$ cat src/sv/aabb_collision_offsets_defines.svh
// Assertion macros for the box collision block.
`ifndef AABB_COLLISION_OFFSETS_DEFINES_SVH
`define AABB_COLLISION_OFFSETS_DEFINES_SVH
`ifndef SYNTHESIS
// Check a consequence in the same cycle as its trigger.
`define ACO_ASSERT_SAME(label, ante, cons) \
    label: assert property (@(posedge i_clk) disable iff (!i_rst_n) (ante) |-> (cons)) \
        else $error("aco: assertion failed");
// Check a consequence in the cycle after its trigger.
`define ACO_ASSERT_NEXT(label, ante, cons) \
    label: assert property (@(posedge i_clk) disable iff (!i_rst_n) (ante) |=> (cons)) \
        else $error("aco: assertion failed");
`else
`define ACO_ASSERT_SAME(label, ante, cons)
`define ACO_ASSERT_NEXT(label, ante, cons)
`endif
`endif

$ cat src/sv/aco_pkg.sv
// Shared types and constants of the box collision block.
package aco_pkg;

    localparam int MAX_BOXES_DEF  = 16;
    localparam int COORD_BITS_DEF = 24;
    localparam int SLOT_W         = 4;
    localparam int PUSH_W         = 27;
    localparam int PUSH_MAX       = 2 ** (PUSH_W - 1) - 1;

    localparam logic REQ_QUERY = 1'b0;
    localparam logic REQ_WRITE = 1'b1;

    typedef enum logic [1:0] {
        ST_IDLE,
        ST_SCAN,
        ST_DRAIN
    } t_state;

    typedef struct packed {
        logic write;
        logic load;
        logic step;
        logic flush;
    } t_cmd;

    typedef struct packed {
        logic scan_end;
        logic pipe_empty;
    } t_stat;

endpackage

$ cat src/sv/aco_ctrl.sv
// Request sequencer: accepts requests, walks the table, closes each query.
module aco_ctrl (
    input  logic          i_clk,
    input  logic          i_rst_n,
    input  logic          start,
    input  logic          i_req_type,
    input  aco_pkg::t_stat i_stat,
    output logic          busy,
    output aco_pkg::t_cmd  o_cmd
);
    import aco_pkg::*;

    t_state r_state;
    t_state n_state;

    // Hold the state
    always_ff @(posedge i_clk) begin
        if (!i_rst_n) begin
            r_state <= ST_IDLE;
        end else begin
            r_state <= n_state;
        end
    end

    // Advance the sequence
    always_comb begin
        n_state = r_state;
        case (r_state)
            ST_IDLE: begin
                if (start && i_req_type == REQ_QUERY) begin
                    n_state = ST_SCAN;
                end
            end
            ST_SCAN: begin
                if (i_stat.scan_end) begin
                    n_state = ST_DRAIN;
                end
            end
            ST_DRAIN: begin
                if (i_stat.pipe_empty) begin
                    n_state = ST_IDLE;
                end
            end
            default: n_state = ST_IDLE;
        endcase
    end

    // Drive datapath commands
    always_comb begin
        o_cmd = '0;
        busy  = 1'b1;
        case (r_state)
            ST_IDLE: begin
                busy        = 1'b0;
                o_cmd.write = start && i_req_type == REQ_WRITE;
                o_cmd.load  = start && i_req_type == REQ_QUERY;
            end
            ST_SCAN: begin
                o_cmd.step = 1'b1;
            end
            ST_DRAIN: begin
                o_cmd.flush = i_stat.pipe_empty;
            end
            default: busy = 1'b1;
        endcase
    end

endmodule

$ cat src/sv/aco_datapath.sv
// Box table, overlap pipeline and result holding register.
module aco_datapath #(
    parameter int MAX_BOXES  = aco_pkg::MAX_BOXES_DEF,
    parameter int COORD_BITS = aco_pkg::COORD_BITS_DEF
) (
    input  logic                               i_clk,
    input  logic                               i_rst_n,
    input  aco_pkg::t_cmd                       i_cmd,
    input  logic [aco_pkg::SLOT_W-1:0]          i_slot,
    input  logic signed [COORD_BITS-1:0]        i_pos_x,
    input  logic signed [COORD_BITS-1:0]        i_pos_y,
    input  logic signed [COORD_BITS-1:0]        i_pos_z,
    input  logic signed [COORD_BITS-1:0]        i_ext_x,
    input  logic signed [COORD_BITS-1:0]        i_ext_y,
    input  logic signed [COORD_BITS-1:0]        i_ext_z,
    output aco_pkg::t_stat                      o_stat,
    output logic                               o_strobe,
    output logic                               o_hit,
    output logic [aco_pkg::SLOT_W-1:0]          o_hit_slot,
    output logic signed [aco_pkg::PUSH_W-1:0]   o_push_x,
    output logic signed [aco_pkg::PUSH_W-1:0]   o_push_y,
    output logic signed [aco_pkg::PUSH_W-1:0]   o_push_z,
    output logic                               o_last
);
    import aco_pkg::*;

    localparam int IDX_W = (MAX_BOXES > 1) ? $clog2(MAX_BOXES) : 1;
    localparam int SX_W  = ((IDX_W > SLOT_W) ? IDX_W : SLOT_W) + 1;
    localparam int C2_W  = COORD_BITS + 2;   // corner * 2 + extent
    localparam int A_W   = COORD_BITS;       // |extent|
    localparam int D_W   = COORD_BITS + 3;   // center difference
    localparam int S_W   = COORD_BITS + 1;   // extent sum
    localparam int M_W   = COORD_BITS + 4;   // sum - |diff|
    localparam int MAG_W = COORD_BITS + 1;   // positive overlap
    localparam int AX_W  = C2_W + A_W;
    localparam int ENT_W = 3 * AX_W;
    localparam int SAT_W = ((MAG_W > PUSH_W) ? MAG_W : PUSH_W) + 1;

    // request fields as per-axis arrays
    logic signed [COORD_BITS-1:0] in_pos [3];
    logic signed [COORD_BITS-1:0] in_ext [3];
    logic signed [C2_W-1:0]       in_c2  [3];
    logic [A_W-1:0]               in_a   [3];
    logic [ENT_W-1:0]             wr_ent;
    logic [SX_W-1:0]              slot_ext;
    logic                         wr_ok;

    // box table and scan state
    logic [ENT_W-1:0]     mem [MAX_BOXES];
    logic [ENT_W-1:0]     r_rd_ent;
    logic [MAX_BOXES-1:0] r_valid;
    logic [IDX_W-1:0]     r_idx;
    logic                 scan_end;

    // query box
    logic signed [C2_W-1:0] r_q_c2 [3];
    logic [A_W-1:0]         r_q_a  [3];

    // pipeline stages
    logic signed [C2_W-1:0] rd_c2 [3];
    logic [A_W-1:0]         rd_a  [3];
    logic                   r0_vld, r1_vld, r2_vld, r3_vld;
    logic [IDX_W-1:0]       r0_tag, r1_tag, r2_tag, r3_tag;
    logic signed [D_W-1:0]  r1_diff [3];
    logic [S_W-1:0]         r1_sum  [3];
    logic [D_W-1:0]         r2_ad   [3];
    logic [S_W-1:0]         r2_sum  [3];
    logic                   r2_neg  [3];
    logic signed [M_W-1:0]  ovl     [3];
    logic [MAG_W-1:0]       r3_mag  [3];
    logic                   r3_neg  [3];
    logic [2:0]             r3_ok;
    logic                   hit;
    logic [SAT_W-1:0]       mag_w   [3];
    logic signed [PUSH_W-1:0] sat_push [3];

    // pending hit
    logic                     r_hold_vld;
    logic [SLOT_W-1:0]        r_hold_tag;
    logic signed [PUSH_W-1:0] r_hold_push [3];

    // result registers
    logic                     r_strobe;
    logic                     r_hit;
    logic [SLOT_W-1:0]        r_hit_slot;
    logic signed [PUSH_W-1:0] r_push [3];
    logic                     r_last;

    // Convert corner and extent into doubled center and size
    assign in_pos = '{i_pos_x, i_pos_y, i_pos_z};
    assign in_ext = '{i_ext_x, i_ext_y, i_ext_z};

    always_comb begin
        for (int a = 0; a < 3; a++) begin
            in_c2[a] = (C2_W'(in_pos[a]) <<< 1) + C2_W'(in_ext[a]);
            in_a[a]  = in_ext[a][COORD_BITS-1] ? A_W'(-in_ext[a]) : A_W'(in_ext[a]);
        end
    end

    assign wr_ent   = {in_c2[0], in_a[0], in_c2[1], in_a[1], in_c2[2], in_a[2]};
    assign slot_ext = SX_W'(i_slot);
    assign wr_ok    = slot_ext < SX_W'(MAX_BOXES);

    // Write the table and read the slot under scan
    always_ff @(posedge i_clk) begin
        if (i_cmd.write && wr_ok) begin
            mem[slot_ext[IDX_W-1:0]] <= wr_ent;
        end
        if (i_cmd.step) begin
            r_rd_ent <= mem[r_idx];
        end
    end

    assign scan_end = r_idx == IDX_W'(MAX_BOXES - 1);

    // Track valid slots and the scan index
    always_ff @(posedge i_clk) begin
        if (!i_rst_n) begin
            r_valid <= '0;
            r_idx   <= '0;
            r0_vld  <= 1'b0;
            r1_vld  <= 1'b0;
            r2_vld  <= 1'b0;
            r3_vld  <= 1'b0;
        end else begin
            if (i_cmd.write && wr_ok) begin
                r_valid[slot_ext[IDX_W-1:0]] <= 1'b1;
            end
            if (i_cmd.step) begin
                r_idx <= scan_end ? '0 : r_idx + 1'b1;
            end
            r0_vld <= i_cmd.step && r_valid[r_idx];
            r1_vld <= r0_vld;
            r2_vld <= r1_vld;
            r3_vld <= r2_vld;
        end
    end

    assign o_stat.scan_end   = scan_end;
    assign o_stat.pipe_empty = !(r0_vld || r1_vld || r2_vld || r3_vld);

    // Latch the query box
    always_ff @(posedge i_clk) begin
        if (i_cmd.load) begin
            r_q_c2 <= in_c2;
            r_q_a  <= in_a;
        end
    end

    // Unpack the stored entry
    always_comb begin
        for (int a = 0; a < 3; a++) begin
            rd_c2[a] = r_rd_ent[ENT_W-1-a*AX_W -: C2_W];
            rd_a[a]  = r_rd_ent[ENT_W-1-a*AX_W-C2_W -: A_W];
        end
    end

    // Stage one: center difference and size sum
    always_ff @(posedge i_clk) begin
        r0_tag <= r_idx;
        r1_tag <= r0_tag;
        r2_tag <= r1_tag;
        r3_tag <= r2_tag;
        for (int a = 0; a < 3; a++) begin
            r1_diff[a] <= D_W'(r_q_c2[a]) - D_W'(rd_c2[a]);
            r1_sum[a]  <= S_W'(r_q_a[a]) + S_W'(rd_a[a]);
        end
    end

    // Stage two: magnitude and sign of the difference
    always_ff @(posedge i_clk) begin
        for (int a = 0; a < 3; a++) begin
            r2_neg[a] <= r1_diff[a][D_W-1];
            r2_ad[a]  <= r1_diff[a][D_W-1] ? D_W'(-r1_diff[a]) : D_W'(r1_diff[a]);
            r2_sum[a] <= r1_sum[a];
        end
    end

    // Stage three: overlap depth, strict overlap test
    always_comb begin
        for (int a = 0; a < 3; a++) begin
            ovl[a] = $signed({3'b000, r2_sum[a]}) - $signed({1'b0, r2_ad[a]});
        end
    end

    always_ff @(posedge i_clk) begin
        for (int a = 0; a < 3; a++) begin
            r3_mag[a] <= ovl[a][MAG_W-1:0];
            r3_neg[a] <= r2_neg[a];
            r3_ok[a]  <= !ovl[a][M_W-1] && (ovl[a] != '0);
        end
    end

    assign hit = r3_vld && (&r3_ok);

    // Apply sign and clamp to the push range
    always_comb begin
        for (int a = 0; a < 3; a++) begin
            mag_w[a] = SAT_W'(r3_mag[a]);
            if (!r3_neg[a]) begin
                sat_push[a] = (mag_w[a] > SAT_W'(PUSH_MAX)) ? PUSH_W'(PUSH_MAX)
                                                            : PUSH_W'(mag_w[a]);
            end else begin
                sat_push[a] = (mag_w[a] > SAT_W'(PUSH_MAX + 1))
                            ? {1'b1, {(PUSH_W-1){1'b0}}}
                            : PUSH_W'(-mag_w[a]);
            end
        end
    end

    // Hold the latest hit, emit the previous one; close the query on flush
    always_ff @(posedge i_clk) begin
        if (!i_rst_n) begin
            r_hold_vld <= 1'b0;
            r_strobe   <= 1'b0;
        end else begin
            r_strobe <= 1'b0;
            if (hit) begin
                if (r_hold_vld) begin
                    r_strobe   <= 1'b1;
                    r_hit      <= 1'b1;
                    r_hit_slot <= r_hold_tag;
                    r_push     <= r_hold_push;
                    r_last     <= 1'b0;
                end
                r_hold_vld  <= 1'b1;
                r_hold_tag  <= SLOT_W'(r3_tag);
                r_hold_push <= sat_push;
            end else if (i_cmd.flush) begin
                r_strobe   <= 1'b1;
                r_hit      <= r_hold_vld;
                r_hit_slot <= r_hold_vld ? r_hold_tag : '0;
                for (int a = 0; a < 3; a++) begin
                    r_push[a] <= r_hold_vld ? r_hold_push[a] : '0;
                end
                r_last     <= 1'b1;
                r_hold_vld <= 1'b0;
            end
        end
    end

    assign o_strobe   = r_strobe;
    assign o_hit      = r_hit;
    assign o_hit_slot = r_hit_slot;
    assign o_push_x   = r_push[0];
    assign o_push_y   = r_push[1];
    assign o_push_z   = r_push[2];
    assign o_last     = r_last;

endmodule

$ cat src/sv/aabb_collision_offsets.sv
// Top level of the box collision block: sequencer plus datapath.
//
// Requests enter on start while busy is low. A write request (i_req_type = 1)
// stores the box given by a corner and signed extent into slot i_slot and
// marks it valid; writes to slots at or past MAX_BOXES are dropped. A query
// request (i_req_type = 0) compares its box with every valid slot in slot
// order and reports one result per box that overlaps on all three axes,
// with push offsets in half-LSB units; a query with no overlap reports a
// single miss. o_last marks the final result of each query.
// Each result shows for exactly one cycle with o_strobe; the receiver cannot
// stall, so nothing is held back for it.
// While a query runs, busy stays high: the sequencer reads the table once per
// slot, waits until the overlap pipeline has emptied, then closes the query.
// The next request can be taken once busy is low again. The last result
// appears in the first cycle with busy low.
// Reset clears all valid bits, the scan index, the pipeline valid flags and
// the sequencer; table contents stay as they are and are not used until written.
`include "aabb_collision_offsets_defines.svh"
module aabb_collision_offsets #(
    parameter int MAX_BOXES  = aco_pkg::MAX_BOXES_DEF,
    parameter int COORD_BITS = aco_pkg::COORD_BITS_DEF
) (
    input  logic                               i_clk,
    input  logic                               i_rst_n,
    input  logic                               start,
    input  logic                               i_req_type,
    input  logic [aco_pkg::SLOT_W-1:0]          i_slot,
    input  logic signed [COORD_BITS-1:0]        i_pos_x,
    input  logic signed [COORD_BITS-1:0]        i_pos_y,
    input  logic signed [COORD_BITS-1:0]        i_pos_z,
    input  logic signed [COORD_BITS-1:0]        i_ext_x,
    input  logic signed [COORD_BITS-1:0]        i_ext_y,
    input  logic signed [COORD_BITS-1:0]        i_ext_z,
    output logic                               busy,
    output logic                               o_strobe,
    output logic                               o_hit,
    output logic [aco_pkg::SLOT_W-1:0]          o_hit_slot,
    output logic signed [aco_pkg::PUSH_W-1:0]   o_push_x,
    output logic signed [aco_pkg::PUSH_W-1:0]   o_push_y,
    output logic signed [aco_pkg::PUSH_W-1:0]   o_push_z,
    output logic                               o_last
);
    import aco_pkg::*;

    t_cmd  cmd;
    t_stat stat;

    // Sequence requests
    aco_ctrl u_ctrl (
        .i_clk      (i_clk),
        .i_rst_n    (i_rst_n),
        .start      (start),
        .i_req_type (i_req_type),
        .i_stat     (stat),
        .busy       (busy),
        .o_cmd      (cmd)
    );

    // Store boxes and test overlaps
    aco_datapath #(
        .MAX_BOXES  (MAX_BOXES),
        .COORD_BITS (COORD_BITS)
    ) u_datapath (
        .i_clk      (i_clk),
        .i_rst_n    (i_rst_n),
        .i_cmd      (cmd),
        .i_slot     (i_slot),
        .i_pos_x    (i_pos_x),
        .i_pos_y    (i_pos_y),
        .i_pos_z    (i_pos_z),
        .i_ext_x    (i_ext_x),
        .i_ext_y    (i_ext_y),
        .i_ext_z    (i_ext_z),
        .o_stat     (stat),
        .o_strobe   (o_strobe),
        .o_hit      (o_hit),
        .o_hit_slot (o_hit_slot),
        .o_push_x   (o_push_x),
        .o_push_y   (o_push_y),
        .o_push_z   (o_push_z),
        .o_last     (o_last)
    );

    // Check result framing
    `ACO_ASSERT_SAME(a_miss_is_last, o_strobe && !o_hit, o_last)
    `ACO_ASSERT_NEXT(a_quiet_after_last, o_strobe && o_last, !o_strobe)
    `ACO_ASSERT_SAME(a_result_from_query, o_strobe, $past(busy))
    `ACO_ASSERT_SAME(a_hit_pushes_nonzero, o_strobe && o_hit, |o_push_x && |o_push_y && |o_push_z)

endmodule
$ cat config.mk
export PLATFORM = sky130hd
export DESIGN_NAME = aabb_collision_offsets
export DESIGN_NICKNAME = d
export VERILOG_FILES = /design/src/sv/aco_pkg.sv /design/src/sv/aco_ctrl.sv /design/src/sv/aco_datapath.sv /design/src/sv/aabb_collision_offsets.sv
export VERILOG_INCLUDE_DIRS = /design/src /design/src/sv
export SDC_FILE = /design/constraint.sdc
export NUM_CORES = 2
export LEC_CHECK = 0
export BUFFER_PORTS_ARGS = -buffer_cell sky130_fd_sc_hd__buf_4
export CAP_MARGIN = 20
export CORE_MARGIN = 5
export CORE_UTILIZATION = 55
export DETAILED_ROUTE_END_ITERATION = 7
export GPL_ROUTABILITY_DRIVEN = 0
export PLACE_DENSITY = 0.8
export REMOVE_ABC_BUFFERS = 1
export SLEW_MARGIN = 20
export SYNTH_ARGS = -nofsm -noshare
export SYNTH_HDL_FRONTEND = slang
export SYNTH_HIERARCHICAL = 1
export SYNTH_SLANG_ARGS = --single-unit
$ cat constraint.sdc
create_clock -name i_clk -period 13.9 [get_ports i_clk]
set_input_delay 2.78 -clock i_clk [delete_from_list [all_inputs] [get_ports i_clk]]
set_output_delay 2.78 -clock i_clk [all_outputs]
set_load 0.05 [all_outputs]
==> After elaboration in Yosys (flattened, before gate mapping) <==
Memory sizes are Yosys's and may differ from the RTL's. A register that Yosys moved wholly into a read port is not among the register bits.
Index checks and enable logic that the tools add are counted.
{ "totals": {"ram_bits": 2793, "mem_count": 8, "reg_bits": 369} }
{ "memory_table": {"columns": ["memory", "depth", "width", "rd", "rd_ports_with_merged_regs", "wr", "line_no", "rtl"], "rows": [
  ["u_datapath.mem", 16, 150, 1, 1, 1, "aco_datapath.sv:49", "logic [ENT_W-1:0] mem [MAX_BOXES];"],
  ["u_datapath.r1_diff", 3, 27, 3, 0, 3, "aco_datapath.sv:64", "logic signed [D_W-1:0] r1_diff [3];"],
  ["u_datapath.r2_ad", 3, 27, 3, 0, 3, "aco_datapath.sv:66", "logic [D_W-1:0] r2_ad [3];"],
  ["u_datapath.r1_sum", 3, 25, 3, 0, 3, "aco_datapath.sv:65", "logic [S_W-1:0] r1_sum [3];"],
  ["u_datapath.r2_sum", 3, 25, 3, 0, 3, "aco_datapath.sv:67", "logic [S_W-1:0] r2_sum [3];"],
  ["u_datapath.r3_mag", 3, 25, 3, 0, 3, "aco_datapath.sv:70", "logic [MAG_W-1:0] r3_mag [3];"],
  ["2 more memories", null, null, null, null, null, null, null]
]} }
{ "classes": {"mux": 45, "n_eq_ne": 7, "add_sub_neg": 22, "bitwise": 2, "n_lt_le_gt_ge": 4, "reduce_logical": 25} }
{ "ops": {"columns": ["operator", "n"], "rows": [
  ["$mux 81", 3],
  ["$mux 27", 6],
  ["$reduce_bool 28->1", 3],
  ["$sub 25x27->28", 3],
  ["$neg 25->27", 3],
  ["$neg 27->27", 3],
  ["$sub 26x26->27", 3],
  ["$add 25x24->26", 3],
  ["$add 24x24->25", 3],
  ["$mux 25", 3],
  ["$mux 24", 3],
  ["$neg 24->24", 3],
  ["$mux 4", 5],
  ["$mux 1", 18],
  ["$or 16x16->16", 1],
  ["$lt 4x5->1 const B", 3],
  ["$logic_and 1x1->1", 9],
  ["$reduce_and 3->1", 3],
  ["$mux 2", 4],
  ["$pmux 2 s3", 1],
  ["$add 4x1->4 const B", 1],
  ["$bmux 1 s4", 1],
  ["$demux 1 s4", 1],
  ["$eq 4x4->1 const B", 1],
  ["11 further kinds", 18]
]} }

==> Longest topological paths before layout <==
{ "logic_depth": {"depth_word": 7, "depth_mapped": 13, "depth_no_buf": 13} }

==> Cells and area by module <==
The synthesis kept the hierarchy.
{ "modules_own_cells": {"columns": ["module", "cells_each", "seq_area_each_um2", "area_each_um2", "n_inst"], "rows": [
  ["aco_datapath", 7097, 92969.2, 130072.2, 1],
  ["aco_ctrl", 16, 40.0, 141.4, 1]
]} }

==> Worst setup path after synthesis <==
Ideal clock, no wire load.
{ "synth_timing": {"path_kind": "input to register", "from": "input port i_req_type", "to": "memory u_datapath/mem[9][101] (netlist name) (enable)", "n_path_buf": 0, "arrival_ps": 14074, "required_ps": 13035, "slack_ps": -1039, "stages": 4, "cell_sequence": "and4bb_2 -> nand2_1 -> or2_2 -> nor3b_1"} }
{ "synth_between": {"elab_chain_len": 5} }
{ "synth_lines": {"columns": ["item", "line_no", "rtl"], "rows": [
  ["start: declaration", "aabb_collision_offsets.sv:26", "input logic i_req_type,"],
  ["$logic_and 1x1->1", "aco_ctrl.sv:55", "o_cmd.write = start && i_req_type == REQ_WRITE;"],
  ["$mux 2", "aco_ctrl.sv:52", "case (r_state)"],
  ["$logic_and 1x1->1", "aco_datapath.sv:106", "if (i_cmd.write && wr_ok) begin"],
  ["$mux 1", "aco_datapath.sv:106", null],
  ["$mux 1 (implied by the code)", "aco_datapath.sv:107", "mem[slot_ext[IDX_W-1:0]] <= wr_ent;"],
  ["end: declaration", "aco_datapath.sv:49", null]
]} }
Every way passes these cells.

==> impl_metrics.yaml <==
critical_path:
  reg2reg_depth: 6
  cp_max_fo: 17
  r2r-end: "u_datapath/r_rd_ent[143]"
  r2r-start: "u_datapath/r_idx[1]"
  crit_chain: "buf_4, ha_1, inv_1, fa_1, nor2b_1, o21ai_0, a21boi_0, o21ai_0, a211oi_1, o211ai_1, a31oi_1, a31oi_1, o211ai_1, o21ai_1"
  cp.arrival_ns: 6.48
  cpPeakStageDelay_ns: 0.65
  worstSetupEndpointType: "flop"
  crit_path_top_delay_cell: "a31oi_1"
  crit_type: "in -> reg"
  crit_required_ns: 14.43
  critPathLaunchType: "input port"
  r2r_slack_ns: 8.89
sta:
  slew_violations: 0
  fin_crit_sh: 0.4283
  rsz0062_at_grt: "no"
  relSlewSlack: 0.1926
  tightestPinTransition_ns: 1.211
  setup_ws_ns: 7.947
  finClkSkew_ns: 0.07794
  min_period_ns: 5.953
  setup_viol_count_final: 0
  hold_violations: 0
  hold_slack_ns: 0.3145
  fmax_mhz: 168.0
synthesis:
  yosysSeqAreaShare: 0.7143
  synthArstFlopShare: 0
  syn_inst: 7113
  synthesis.area_um2: 130200
  synth_edf_count: 2812
  syn_area_per_cell_um2: 18.31
  synth-warning-count: 6
  synth_seq_cells: 3240
  ys.flop_type: "edfxtp_1"
  yosysUniqueCellTypes: 92
cells_and_area:
  fillers: 15339
  synthToLayoutAreaGrowth_pct: 13.45
  final_cell_mix: "edfxtp_1, mux4_2, dfxtp_1"
  nNetsFinal: 8070
  fin_util: 0.6275
  drive_above_1_share: 0.2196
  mostFrequentLayoutCell: "edfxtp_1"
cts:
  cts_tree: "yes"
  root_buffer: "clkbuf_16"
  cts_buffer_depth: 4
  cts_resized: 0
  path_clk_slew_ns: 0.06
  cts-htree-levels: 5
  numCtsBuffers: 335
  cts_sinks: 3240
  post-cts-setup-buffer-count: 0
  clock_latency_ns: 0.97
  hold_buffers: 0
placement:
  dp_slack_ns: 6.893
  port_buffers: 237
  dp_hpwl_um: 170900
job:
  maxCapViolations: 0
power:
  power_density_nw_per_um2: 159.0
  ir_worst_vdd_mv: 0.1292
  p_leak_nw: 49.07
floorplanning:
  num_io_pins: 241
  die_area_um2: 246600
  row_count: 178
  coreArea_um2: 235400
  start_util: 0.5531
  die_h_um: 496.6
  die_x_um: 496.6
global_routing:
  grt_pass1_vias: 72140
  grt_use_total: 0.2585
  antenna_found_initial: 32
  grt_pass1_wl_um: 470000
  grt_max_degree: 163
  overflow: 0
hold_path:
  hp-start: "u_datapath/r1_sum[0][3]"
  hp-class: "reg -> reg"
  hold_depth: 0
  min_to: "u_datapath/r2_sum[0][3]"
detailed_routing:
  wire_per_inst_um: 29.03
  wl_um: 319500
  drcViolationCount: 0
  antenna_left: 0
  first_iter_violations: 8980
  vias_per_cell: 6.410
  dr.pass1.iters: 8
  num_vias: 70560
run_status:
  status: "complete, no violations"
-- sequential cells by signal, summed over array words and instances (netlist names), 16 cells and up --
name	count
u_datapath/o_push_z	26
u_datapath/r_rd_ent	147
u_datapath/r1_sum	72
u_datapath/o_push_y	26
u_datapath/mem	2352
u_datapath/r_q_a	69
u_datapath/r3_mag	72
u_datapath/r2_sum	72
u_datapath/o_push_x	26
u_datapath/r_valid	16
u_datapath/r_hold_push	78
u_datapath/r1_diff	81
u_datapath/r_q_c2	78
u_datapath/r2_ad	78
-- synthesized netlist by cell type (66+ instances only) --
cell	instances	area, um2
clkbuf_1	158	593.1
nor3_1	68	340.3
mux4_2	740	16670
ha_1	307	3841
nor2b_1	123	769.5
nand2_1	213	799.5
xor2_1	70	613.1
edfxtp_1	2812	84440
nor2_1	263	987.2
a21oi_1	214	1071
nand3_1	66	330.3
inv_1	282	1059
dfxtp_1	428	8568
a21o_1	81	608.1
o21ai_0	207	1036
xnor2_1	357	3127
-- cell families after synthesis --
logic type | count (synthesis) | share of synthesized area
fa+ha+maj | 319 | 0.03134
compound gates | 851 | 0.04237
xor+xnor | 427 | 0.02872
buf+inv | 498 | 0.01451
other cells | 2 | 0.00005767
mux | 747 | 0.1285
flops | 3240 | 0.7143
simple gates | 1029 | 0.04019
-- through the flow --
| stage | power, mW | setup TNS [ns] | cell area (um2) | std cells |
|---|---|---|---|---|
| 3_3_place_gp | 14.77 | 0 | 136500 | 10408 |
| 4_1_cts | 23.57 | 0 | 147200 | 10997 |
| 2_1_floorplan | 14.30 | -2132.83 | 129400 | 6901 |
| 5_1_grt | 24.40 | 0 | 147700 | 11006 |
| 6_report | 23.49 | 0 | 147700 | 11008 |
| 3_5_place_dp | 14.89 | 0 | 136600 | 10408 |
-- final cells by class --
type                       instances  area, um2  area share
antenna                            7      17.52   0.0001186
clock buffer                     435       9144     0.06190
clock inverter                   154       1436    0.009723
inverter                         282       1059    0.007166
multi-input combinational       3379      36180      0.2449
sequential                      3240      93020      0.6297
tap                             3150       3941     0.02668
timing repair buffer             361       2924     0.01979
-- report_power, final --
group / switching [mW] / internal, mW / total, mW
Combinational: 1.89 / 1.25 / 3.14
Clock: 3.61 / 5.08 / 8.69
Sequential: 0.312 / 11.3 / 11.7
Total: 5.82 / 17.7 / 23.5
-- metal layers --
metal	GRT usage	routed length (um)	part of all wire
met1	0.3456	114000	0.36
met4	0.08550	11320	0.035
met2	0.4270	157100	0.49
met5	0	132	0.00041
met3	0.05790	36930	0.12
-- critical path: cells and delay by family --
kind | cells | cell delay (ns)
AOI/OAI and AO/OA | 9 | 2.89
adders and majority gates | 2 | 0.56
buffers and inverters | 2 | 0.15
and+or+nand+nor | 1 | 0.12
-- worst max path at each step --
stage	start	to	slack [ns]
finish	i_ext_x[1]	u_datapath/mem[0][149]	7.95
global route	i_ext_x[1]	u_datapath/mem[11][149]	7.57
CTS	i_ext_x[1]	u_datapath/mem[0][147]	7.86
detailed placement	i_ext_x[1]	u_datapath/mem[2][147]	6.89
global placement	i_ext_y[1]	u_datapath/mem[0][97]	7.05
floorplan	u_datapath/r_idx[0]	u_datapath/r_idx[0]	-12.33
No activity file was read; power rests on OpenSTA's default activity.
